### config.mk
export PLATFORM = sky130hd
export DESIGN_NAME = priority_task_scheduler_with_delays_flat
export DESIGN_NICKNAME = d
export VERILOG_FILES = /design/src/rtl/pts_pkg.sv /design/src/rtl/pts_if.sv /design/src/rtl/priority_task_scheduler_with_delays.sv /design/src/rtl/pts_cell.sv /design/src/rtl/pts_select.sv /design/src/flat_wrapper.sv
export SDC_FILE = /design/constraint.sdc
export NUM_CORES = 2
export LEC_CHECK = 0
export BUFFER_PORTS_ARGS = -buffer_cell sky130_fd_sc_hd__buf_2
export CAP_MARGIN = 15
export CORE_ASPECT_RATIO = 0.9
export CORE_MARGIN = 2
export CORE_UTILIZATION = 60
export DETAILED_ROUTE_END_ITERATION = 7
export PLACE_DENSITY = 0.77
export SKIP_CTS_REPAIR_TIMING = 1
export SLEW_MARGIN = 20
export SYNTH_ARGS = -nofsm -noshare
export SYNTH_HDL_FRONTEND = slang
export SYNTH_SLANG_ARGS = --single-unit
### constraint.sdc
create_clock -name clock -period 7.05 [get_ports clock]
set_input_delay 1.41 -clock clock [delete_from_list [all_inputs] [get_ports clock]]
set_output_delay 1.41 -clock clock [all_outputs]
set_load 0.01 [all_outputs]
### src/rtl/pts_pkg.sv
`timescale 1ns / 1ps

package pts_pkg;

   localparam int NUM_PRIORITIES = 32;
   localparam int COUNTER_BITS   = 32;
   localparam int SLOT_BITS      = $clog2(NUM_PRIORITIES);

   localparam logic [5:0] TASK_MAX = 6'd63;

   typedef enum logic [1:0] {
      KIND_CREATE = 2'd0,
      KIND_DELAY  = 2'd1,
      KIND_TICK   = 2'd2,
      KIND_SELECT = 2'd3
   } kind_type;

   typedef enum logic [1:0] {
      STATUS_OK       = 2'd0,
      STATUS_OCCUPIED = 2'd1,
      STATUS_NONE     = 2'd2
   } status_type;

   typedef enum logic {
      ST_IDLE   = 1'b0,
      ST_SELECT = 1'b1
   } state_type;

   // broadcast to every cell of the row
   typedef struct packed {
      logic                    create;
      logic                    delay;
      logic                    tick;
      logic [COUNTER_BITS-1:0] delay_value;
   } cell_cmd_type;

   typedef struct packed {
      logic present;
      logic ready;
   } cell_state_type;

endpackage

### src/rtl/pts_if.sv
`timescale 1ns / 1ps

interface pts_req_if;
   logic              valid;
   logic              ready;
   pts_pkg::kind_type kind;
   logic [7:0]        task_priority;
   logic [31:0]       delay_ticks;

   modport source (output valid, output kind, output task_priority, output delay_ticks,
                   input ready);
   modport sink   (input valid, input kind, input task_priority, input delay_ticks,
                   output ready);
endinterface

interface pts_rsp_if;
   logic        valid;
   logic        ready;
   logic [4:0]  current_priority;
   logic        has_current;
   logic [31:0] ready_mask;
   logic [31:0] tick_count;
   logic [5:0]  task_count;
   logic [1:0]  status;

   modport source (output valid, output current_priority, output has_current,
                   output ready_mask, output tick_count, output task_count, output status,
                   input ready);
   modport sink   (input valid, input current_priority, input has_current,
                   input ready_mask, input tick_count, input task_count, input status,
                   output ready);
endinterface

### src/rtl/priority_task_scheduler_with_delays.sv
`timescale 1ns / 1ps

// Task scheduler with one slot per priority level, the higher number winning. Each request
// (create, delay the running task, tick, select) returns one response carrying the running
// slot, the ready bitmap, the tick count, the task count and a status. A request passes through
// the idle and select states: when it is accepted the row of slot cells applies the update (the
// nonzero delay counters of present slots count down in parallel on a tick), and in the select
// state the priority encoder over the ready bits picks the running slot and the response register
// loads. The select state holds for as long as a previous response is still held on the output,
// so no new request is taken until the response of the last one has loaded.
module priority_task_scheduler_with_delays (
   input  logic     clock,
   input  logic     reset,
   pts_req_if.sink  req_bus,
   pts_rsp_if.source rsp_bus
);

   localparam int N  = pts_pkg::NUM_PRIORITIES;
   localparam int SB = pts_pkg::SLOT_BITS;

   pts_pkg::state_type    state_ff, state_in;
   pts_pkg::kind_type     kind_ff, kind_in;
   logic                  occupied_ff, occupied_in;
   logic                  norun_ff, norun_in;
   logic [SB-1:0]         running_slot_ff, running_slot_in;
   logic                  running_valid_ff, running_valid_in;
   logic [31:0]           ticks_ff, ticks_in;
   logic [5:0]            tasks_ff, tasks_in;

   logic                  rsp_valid_ff, rsp_valid_in;
   logic [4:0]            rsp_prio_ff, rsp_prio_in;
   logic                  rsp_has_ff, rsp_has_in;
   logic [31:0]           rsp_mask_ff, rsp_mask_in;
   logic [31:0]           rsp_ticks_ff, rsp_ticks_in;
   logic [5:0]            rsp_tasks_ff, rsp_tasks_in;
   pts_pkg::status_type   rsp_status_ff, rsp_status_in;

   logic                  accept, commit, out_free;
   logic [SB-1:0]         slot_clamped, target;
   logic                  occupied, create_ok, delay_ok;
   logic [63:0]           delay_wide;
   logic [N-1:0]          sel, present_vec, ready_vec;
   pts_pkg::cell_cmd_type cmd;
   pts_pkg::cell_state_type cell_state [N];
   logic                  any_ready, do_reselect;
   logic [SB-1:0]         top_slot;
   logic [SB-1:0]         next_slot;
   logic                  next_valid;
   pts_pkg::status_type   next_status;
   logic [7:0]            slot_wide;
   logic [63:0]           ready_wide;

   // state machine
   always_comb begin
      state_in = state_ff;
      unique case (state_ff)
         pts_pkg::ST_IDLE: begin
            if (req_bus.valid) begin
               state_in = pts_pkg::ST_SELECT;
            end
         end
         pts_pkg::ST_SELECT: begin
            if (out_free) begin
               state_in = pts_pkg::ST_IDLE;
            end
         end
         default: state_in = pts_pkg::ST_IDLE;
      endcase
   end

   assign out_free = !rsp_valid_ff || rsp_bus.ready;

   always_comb begin
      req_bus.ready = 1'b0;
      commit        = 1'b0;
      unique case (state_ff)
         pts_pkg::ST_IDLE:   req_bus.ready = !reset;
         pts_pkg::ST_SELECT: commit        = out_free;
         default: begin
            req_bus.ready = 1'b0;
            commit        = 1'b0;
         end
      endcase
   end

   assign accept = req_bus.valid && req_bus.ready;

   // request decode
   assign slot_clamped = (req_bus.task_priority >= 8'(N)) ? SB'(N - 1)
                                                          : req_bus.task_priority[SB-1:0];
   assign occupied  = present_vec[slot_clamped];
   assign create_ok = (req_bus.kind == pts_pkg::KIND_CREATE) && !occupied;
   assign delay_ok  = (req_bus.kind == pts_pkg::KIND_DELAY) && running_valid_ff;
   assign target    = (req_bus.kind == pts_pkg::KIND_CREATE) ? slot_clamped : running_slot_ff;
   assign delay_wide = 64'(req_bus.delay_ticks);

   assign cmd.create      = accept && create_ok;
   assign cmd.delay       = accept && delay_ok;
   assign cmd.tick        = accept && (req_bus.kind == pts_pkg::KIND_TICK);
   assign cmd.delay_value = delay_wide[pts_pkg::COUNTER_BITS-1:0];

   // row of slot cells
   for (genvar i = 0; i < N; i++) begin : g_cell
      assign sel[i] = (target == SB'(i));
      pts_cell u_cell (
         .clock (clock),
         .reset (reset),
         .cmd   (cmd),
         .sel   (sel[i]),
         .state (cell_state[i])
      );
      assign present_vec[i] = cell_state[i].present;
      assign ready_vec[i]   = cell_state[i].ready;
   end

   pts_select u_select (
      .ready_vec (ready_vec),
      .any_ready (any_ready),
      .top_slot  (top_slot)
   );

   // reselect and status
   always_comb begin
      do_reselect = 1'b0;
      unique case (kind_ff) inside
         pts_pkg::KIND_CREATE:                     do_reselect = 1'b0;
         pts_pkg::KIND_DELAY:                      do_reselect = !norun_ff;
         pts_pkg::KIND_TICK, pts_pkg::KIND_SELECT: do_reselect = 1'b1;
         default:                                  do_reselect = 1'b0;
      endcase
   end

   always_comb begin
      next_slot   = running_slot_ff;
      next_valid  = running_valid_ff;
      next_status = pts_pkg::STATUS_OK;
      if (kind_ff == pts_pkg::KIND_CREATE) begin
         if (occupied_ff) begin
            next_status = pts_pkg::STATUS_OCCUPIED;
         end
      end else if (kind_ff == pts_pkg::KIND_DELAY && norun_ff) begin
         next_status = pts_pkg::STATUS_NONE;
      end
      if (do_reselect) begin
         if (any_ready) begin
            next_slot  = top_slot;
            next_valid = 1'b1;
         end else begin
            next_status = pts_pkg::STATUS_NONE;
         end
      end
   end

   // scheduler state
   always_comb begin
      kind_in          = kind_ff;
      occupied_in      = occupied_ff;
      norun_in         = norun_ff;
      running_slot_in  = running_slot_ff;
      running_valid_in = running_valid_ff;
      ticks_in         = ticks_ff;
      tasks_in         = tasks_ff;
      if (accept) begin
         kind_in     = req_bus.kind;
         occupied_in = occupied;
         norun_in    = !running_valid_ff;
         if (cmd.tick) begin
            ticks_in = ticks_ff + 32'd1;
         end
         if (cmd.create) begin
            if (tasks_ff != pts_pkg::TASK_MAX) begin
               tasks_in = tasks_ff + 6'd1;
            end
            if (!running_valid_ff || (running_slot_ff <= slot_clamped)) begin
               running_slot_in  = slot_clamped;
               running_valid_in = 1'b1;
            end
         end
      end else if (commit) begin
         running_slot_in  = next_slot;
         running_valid_in = next_valid;
      end
   end

   always_ff @(posedge clock) begin
      if (reset) begin
         state_ff         <= pts_pkg::ST_IDLE;
         running_slot_ff  <= '0;
         running_valid_ff <= 1'b0;
         ticks_ff         <= '0;
         tasks_ff         <= '0;
      end else begin
         state_ff         <= state_in;
         running_slot_ff  <= running_slot_in;
         running_valid_ff <= running_valid_in;
         ticks_ff         <= ticks_in;
         tasks_ff         <= tasks_in;
      end
   end

   always_ff @(posedge clock) begin
      kind_ff     <= kind_in;
      occupied_ff <= occupied_in;
      norun_ff    <= norun_in;
   end

   // response register
   assign slot_wide  = 8'(next_slot);
   assign ready_wide = 64'(ready_vec);

   always_comb begin
      rsp_valid_in  = rsp_bus.ready ? 1'b0 : rsp_valid_ff;
      rsp_prio_in   = rsp_prio_ff;
      rsp_has_in    = rsp_has_ff;
      rsp_mask_in   = rsp_mask_ff;
      rsp_ticks_in  = rsp_ticks_ff;
      rsp_tasks_in  = rsp_tasks_ff;
      rsp_status_in = rsp_status_ff;
      if (commit) begin
         rsp_valid_in  = 1'b1;
         rsp_prio_in   = slot_wide[4:0];
         rsp_has_in    = next_valid;
         rsp_mask_in   = ready_wide[31:0];
         rsp_ticks_in  = ticks_ff;
         rsp_tasks_in  = tasks_ff;
         rsp_status_in = next_status;
      end
   end

   always_ff @(posedge clock) begin
      if (reset) begin
         rsp_valid_ff <= 1'b0;
      end else begin
         rsp_valid_ff <= rsp_valid_in;
      end
   end

   always_ff @(posedge clock) begin
      rsp_prio_ff   <= rsp_prio_in;
      rsp_has_ff    <= rsp_has_in;
      rsp_mask_ff   <= rsp_mask_in;
      rsp_ticks_ff  <= rsp_ticks_in;
      rsp_tasks_ff  <= rsp_tasks_in;
      rsp_status_ff <= rsp_status_in;
   end

   assign rsp_bus.valid            = rsp_valid_ff;
   assign rsp_bus.current_priority = rsp_prio_ff;
   assign rsp_bus.has_current      = rsp_has_ff;
   assign rsp_bus.ready_mask       = rsp_mask_ff;
   assign rsp_bus.tick_count       = rsp_ticks_ff;
   assign rsp_bus.task_count       = rsp_tasks_ff;
   assign rsp_bus.status           = rsp_status_ff;

endmodule

### src/rtl/pts_cell.sv
`timescale 1ns / 1ps

module pts_cell (
   input  logic                      clock,
   input  logic                      reset,
   input  pts_pkg::cell_cmd_type     cmd,
   input  logic                      sel,
   output pts_pkg::cell_state_type   state
);

   logic                             present_ff, present_in;
   logic                             ready_ff, ready_in;
   logic [pts_pkg::COUNTER_BITS-1:0] counter_ff, counter_in;

   always_comb begin
      present_in = present_ff;
      ready_in   = ready_ff;
      counter_in = counter_ff;
      if (cmd.create && sel) begin
         present_in = 1'b1;
         ready_in   = 1'b1;
         counter_in = '0;
      end else if (cmd.delay && sel) begin
         counter_in = cmd.delay_value;
         if (cmd.delay_value != '0) begin
            ready_in = 1'b0;
         end
      end else if (cmd.tick && present_ff && (counter_ff != '0)) begin
         counter_in = counter_ff - pts_pkg::COUNTER_BITS'(1);
         if (counter_ff == pts_pkg::COUNTER_BITS'(1)) begin
            ready_in = 1'b1;
         end
      end
   end

   always_ff @(posedge clock) begin
      if (reset) begin
         present_ff <= 1'b0;
         ready_ff   <= 1'b0;
         counter_ff <= '0;
      end else begin
         present_ff <= present_in;
         ready_ff   <= ready_in;
         counter_ff <= counter_in;
      end
   end

   assign state.present = present_ff;
   assign state.ready   = ready_ff;

endmodule

### src/rtl/pts_select.sv
`timescale 1ns / 1ps

module pts_select (
   input  logic [pts_pkg::NUM_PRIORITIES-1:0] ready_vec,
   output logic                               any_ready,
   output logic [pts_pkg::SLOT_BITS-1:0]      top_slot
);

   // highest set bit wins
   always_comb begin
      top_slot = '0;
      for (int i = 0; i < pts_pkg::NUM_PRIORITIES; i++) begin
         if (ready_vec[i]) begin
            top_slot = pts_pkg::SLOT_BITS'(i);
         end
      end
   end

   assign any_ready = |ready_vec;

endmodule

### src/flat_wrapper.sv
// flat-port wrapper written by rule: the top's interface ports become plain ports
module priority_task_scheduler_with_delays_flat 
  (clock, reset, req_bus_valid, req_bus_kind, req_bus_task_priority, req_bus_delay_ticks, req_bus_ready, rsp_bus_valid, rsp_bus_current_priority, rsp_bus_has_current, rsp_bus_ready_mask, rsp_bus_tick_count, rsp_bus_task_count, rsp_bus_status, rsp_bus_ready);
  pts_req_if req_bus_i ();
  pts_rsp_if rsp_bus_i ();
  input  logic clock;
  input  logic reset;
  input wire logic [$bits(req_bus_i.valid)-1:0] req_bus_valid;
  input wire logic [$bits(req_bus_i.kind)-1:0] req_bus_kind;
  input wire logic [$bits(req_bus_i.task_priority)-1:0] req_bus_task_priority;
  input wire logic [$bits(req_bus_i.delay_ticks)-1:0] req_bus_delay_ticks;
  output wire logic [$bits(req_bus_i.ready)-1:0] req_bus_ready;
  output wire logic [$bits(rsp_bus_i.valid)-1:0] rsp_bus_valid;
  output wire logic [$bits(rsp_bus_i.current_priority)-1:0] rsp_bus_current_priority;
  output wire logic [$bits(rsp_bus_i.has_current)-1:0] rsp_bus_has_current;
  output wire logic [$bits(rsp_bus_i.ready_mask)-1:0] rsp_bus_ready_mask;
  output wire logic [$bits(rsp_bus_i.tick_count)-1:0] rsp_bus_tick_count;
  output wire logic [$bits(rsp_bus_i.task_count)-1:0] rsp_bus_task_count;
  output wire logic [$bits(rsp_bus_i.status)-1:0] rsp_bus_status;
  input wire logic [$bits(rsp_bus_i.ready)-1:0] rsp_bus_ready;
  assign req_bus_i.valid = req_bus_valid;
  assign req_bus_i.kind = req_bus_kind;
  assign req_bus_i.task_priority = req_bus_task_priority;
  assign req_bus_i.delay_ticks = req_bus_delay_ticks;
  assign req_bus_ready = req_bus_i.ready;
  assign rsp_bus_valid = rsp_bus_i.valid;
  assign rsp_bus_current_priority = rsp_bus_i.current_priority;
  assign rsp_bus_has_current = rsp_bus_i.has_current;
  assign rsp_bus_ready_mask = rsp_bus_i.ready_mask;
  assign rsp_bus_tick_count = rsp_bus_i.tick_count;
  assign rsp_bus_task_count = rsp_bus_i.task_count;
  assign rsp_bus_status = rsp_bus_i.status;
  assign rsp_bus_i.ready = rsp_bus_ready;
  priority_task_scheduler_with_delays u_core (.clock(clock), .reset(reset), .req_bus(req_bus_i), .rsp_bus(rsp_bus_i));
endmodule
==> impl_metrics.toml <==
[worst_setup_path]
required_ns = 7.78
path_cells = "buf_4, nor2_1, nand2_1, inv_2, and2_2, nand2_1, or2_1, nor4b_1, o22ai_1, a21oi_1"
critPathArrivalTime_ns = 5.63
crit_top_cell = "nand2_1"
rrSetupSlack_ns = 2.60
cp-end-kind = "flop"
cp-start-kind = "input pin"
worstSetupPathType = "input pin to flop"
crit_slowest_cell = "nor4b_1"
worst-path-max-fanout = 32
slowest_delay_ns = 1.01

[routing]
drtIter0Drc = 10650
vias_per_cell = 7.03
wire_per_inst_um = 24.1
routed_wl_mm = 233
num_vias = 67855
antenna_left = 0
drtPass1Iterations = 8
remaining_drc_errors = 0

[timing]
relSlewSlack = 0.196
drv_slew = 0
worst_slew_pin_slew_ns = 1.19
rsz0062_at_grt = "no"
hold_violations = 0
finalClockSkew_ns = 0.0343
min_period_ns = 4.91
finalSetupViolCount = 0
fin_setup_tns_ns = 0
maxClockFrequency_mhz = 204
fin_crit_sh = 0.696
finalWorstSetupSlack_ns = 2.14

[pwr]
power_density_nw_per_um2 = 208
leakage_nw = 24.7
peakVddDrop_uv = 254

[synthesis]
synthTopCellsByArea = "dfxtp_1 (35%), nor2_1 (6.2%), a21oi_1 (6.1%)"
synthDistinctLibCells = 103
syn_inst = 8257
synthesis.area_um2 = 65000
synth_nets = 8374
netlist.area_leader.share = 0.349
synthFlopType = "dfxtp_1"
ys_warn_count = 0
synth-seq-area-share = 0.387
yosysTopAreaCell = "dfxtp_1"
ys_ff_latch = 1216
synth.avg_cell_area_um2 = 7.88
synth_edf_count = 82
async_flop_share = 0

[worst_hold_path]
hold_path.class = "flop to flop"

[floorplanning]
die_width_um = 351
coreArea_um2 = 107000
io_pins = 126
die_area_um2 = 111000
rows = 114
start_util = 0.606
die_y_um = 316

[cts]
cts_tree = "built"
clk_latency_ns = 0.80
clock-sinks = 1216
cts-buffers-inserted = 131
cts_max_path_buffers = 3
htreeDepth = 4
clk_pin_slew_ns = 0.07
cts_root_buffer = "clkbuf_16"

[finish]
fillers = 9083
drive_gt1_frac = 0.0786
finalNonFillerCells = 9656
syn2layout_area_growth_pct = 9.42
layout.nets = 8213

[global_routing]
antenna_found_initial = 21
grt_pass1_vias = 60049
track_usage = 0.404
grt_first_pass_wirelength_mm = 352
use_met2 = 0.578
grt_most_used_layer = "met2"
global_route.usage.met1 = 0.554
gr-usage-met3 = 0.102
gr-total-overflow = 0
grt_max_degree = 52

[job]
maxCapViolCount = 0

[place]
place_hpwl_mm = 142
gp_congestion = 0.993
portBuffers = 125
dp_cells = 9413
pre_cts_slack_ns = 1.68

[outcome]
status = "complete, no violations"
==> flip-flops by register name, summed over array words and instances (netlist names) <==
name,count
u_core.rsp_bus.has_current,1
u_core.rsp_bus.tick_count,32
u_core.occupied_ff,1
u_core.rsp_bus.current_priority,5
u_core.g_cell.u_cell.ready_ff,32
u_core.running_valid_ff,1
u_core.rsp_bus.status,2
u_core.g_cell.u_cell.counter_ff,1024
u_core.rsp_bus.valid,1
u_core.rsp_bus.task_count,6
u_core.kind_ff,2
u_core.running_slot_ff,5
u_core.rsp_bus.ready_mask,32
u_core.tasks_ff,6
u_core.ticks_ff,32
u_core.norun_ff,1
u_core.state_ff,1
u_core.g_cell.u_cell.present_ff,32
==> critical path, delay by kind of cell <==
kind | cells | cell delay, ns
compound gates | 2 | 0.37
simple gates | 6 | 3.29
buf+inv | 2 | 0.52
==> kinds of logic after synthesis <==
family          count (synthesis)  share of synthesized area
fa+ha+maj                      71                     0.0137
xor+xnor                      235                     0.0316
buf+inv                       696                     0.0412
flops                        1216                      0.387
mux                            39                    0.00652
compound gates               2486                      0.251
simple gates                 3514                      0.269
==> cell type report <==
class | instances | area (um2) | area share
flip-flops and latches | 1216 | 25200 | 0.354
clock buffers | 185 | 3830 | 0.0538
repair buffers | 265 | 1750 | 0.0245
inverters | 137 | 514 | 0.00723
well taps | 1450 | 1810 | 0.0255
clock inverters | 54 | 643 | 0.00904
multi-input cells | 6345 | 37500 | 0.526
diodes | 4 | 10.0 | 0.000141
==> Yosys cell counts (134+ instances only) <==
master,count
dfxtp_1,1134
nor2_1,1072
a21oi_1,787
nand2_1,673
clkbuf_1,478
nor3_1,344
nand3_1,288
nor4_1,246
a31oi_1,233
o21ai_0,224
a211oi_1,220
or3_1,210
o211ai_1,202
a22oi_1,158
or4_1,149
xnor2_1,138
inv_1,134
==> routing by layer <==
layer,part of all wire,wire (um)
met2,0.41,94800
met1,0.39,90100
met4,0.062,14500
met3,0.14,33300
met5,0.00047,109
==> layout by cell type (no fill, tap or decap), types with 61 or more instances in the layout <==
master / n
a22oi_1: 158
edfxtp_1: 82
a32oi_1: 66
ha_1: 71
a31oi_1: 232
nand3_1: 288
clkbuf_16: 136
nand2_1: 671
o21ai_0: 222
nor2_1: 1060
a221oi_1: 106
xor2_1: 97
a21oi_1: 785
o211ai_1: 202
nand4_1: 82
nor3_1: 342
o311ai_0: 128
inv_1: 133
or4_1: 149
dfxtp_1: 1134
a211oi_1: 220
xnor2_1: 138
nand2b_1: 61
or3_1: 210
buf_2: 97
o21ai_1: 68
nor4_1: 244
buf_4: 168
==> where the power goes <==
group	internal, mW	switching [mW]
clock network	4.21	3.03
logic	0.0839	0.530
registers	6.96	0.0200
==> per-stage QoR <==
stage               cell area [um2]   util  hold slack [ns]  power (mW)
finish                        71200  0.663            0.454        14.8
global placement              66600  0.620            0.428        7.71
floorplan                     65000      -            0.417        7.38
detailed placement            66700  0.621            0.436        7.71
global route                  71200  0.663            0.475        15.1
CTS                           71100  0.662            0.455        14.8
==> path summary, 6_finish.rpt <==
check,start,cells after the start,to
worst max-delay path,reset,10,u_core.g_cell[27].u_cell.ready_ff$_SDFFE_PP0P_
worst min register to register,u_core.ticks_ff[31]$_SDFFE_PP0P_,0,u_core.rsp_bus.tick_count[31]$_DFFE_PP_
worst max register to register,u_core.state_ff$_SDFF_PP0_,9,u_core.g_cell[27].u_cell.ready_ff$_SDFFE_PP0P_
worst min-delay path,u_core.ticks_ff[31]$_SDFFE_PP0P_,0,u_core.rsp_bus.tick_count[31]$_DFFE_PP_
Power figures use the tool's default switching activity.
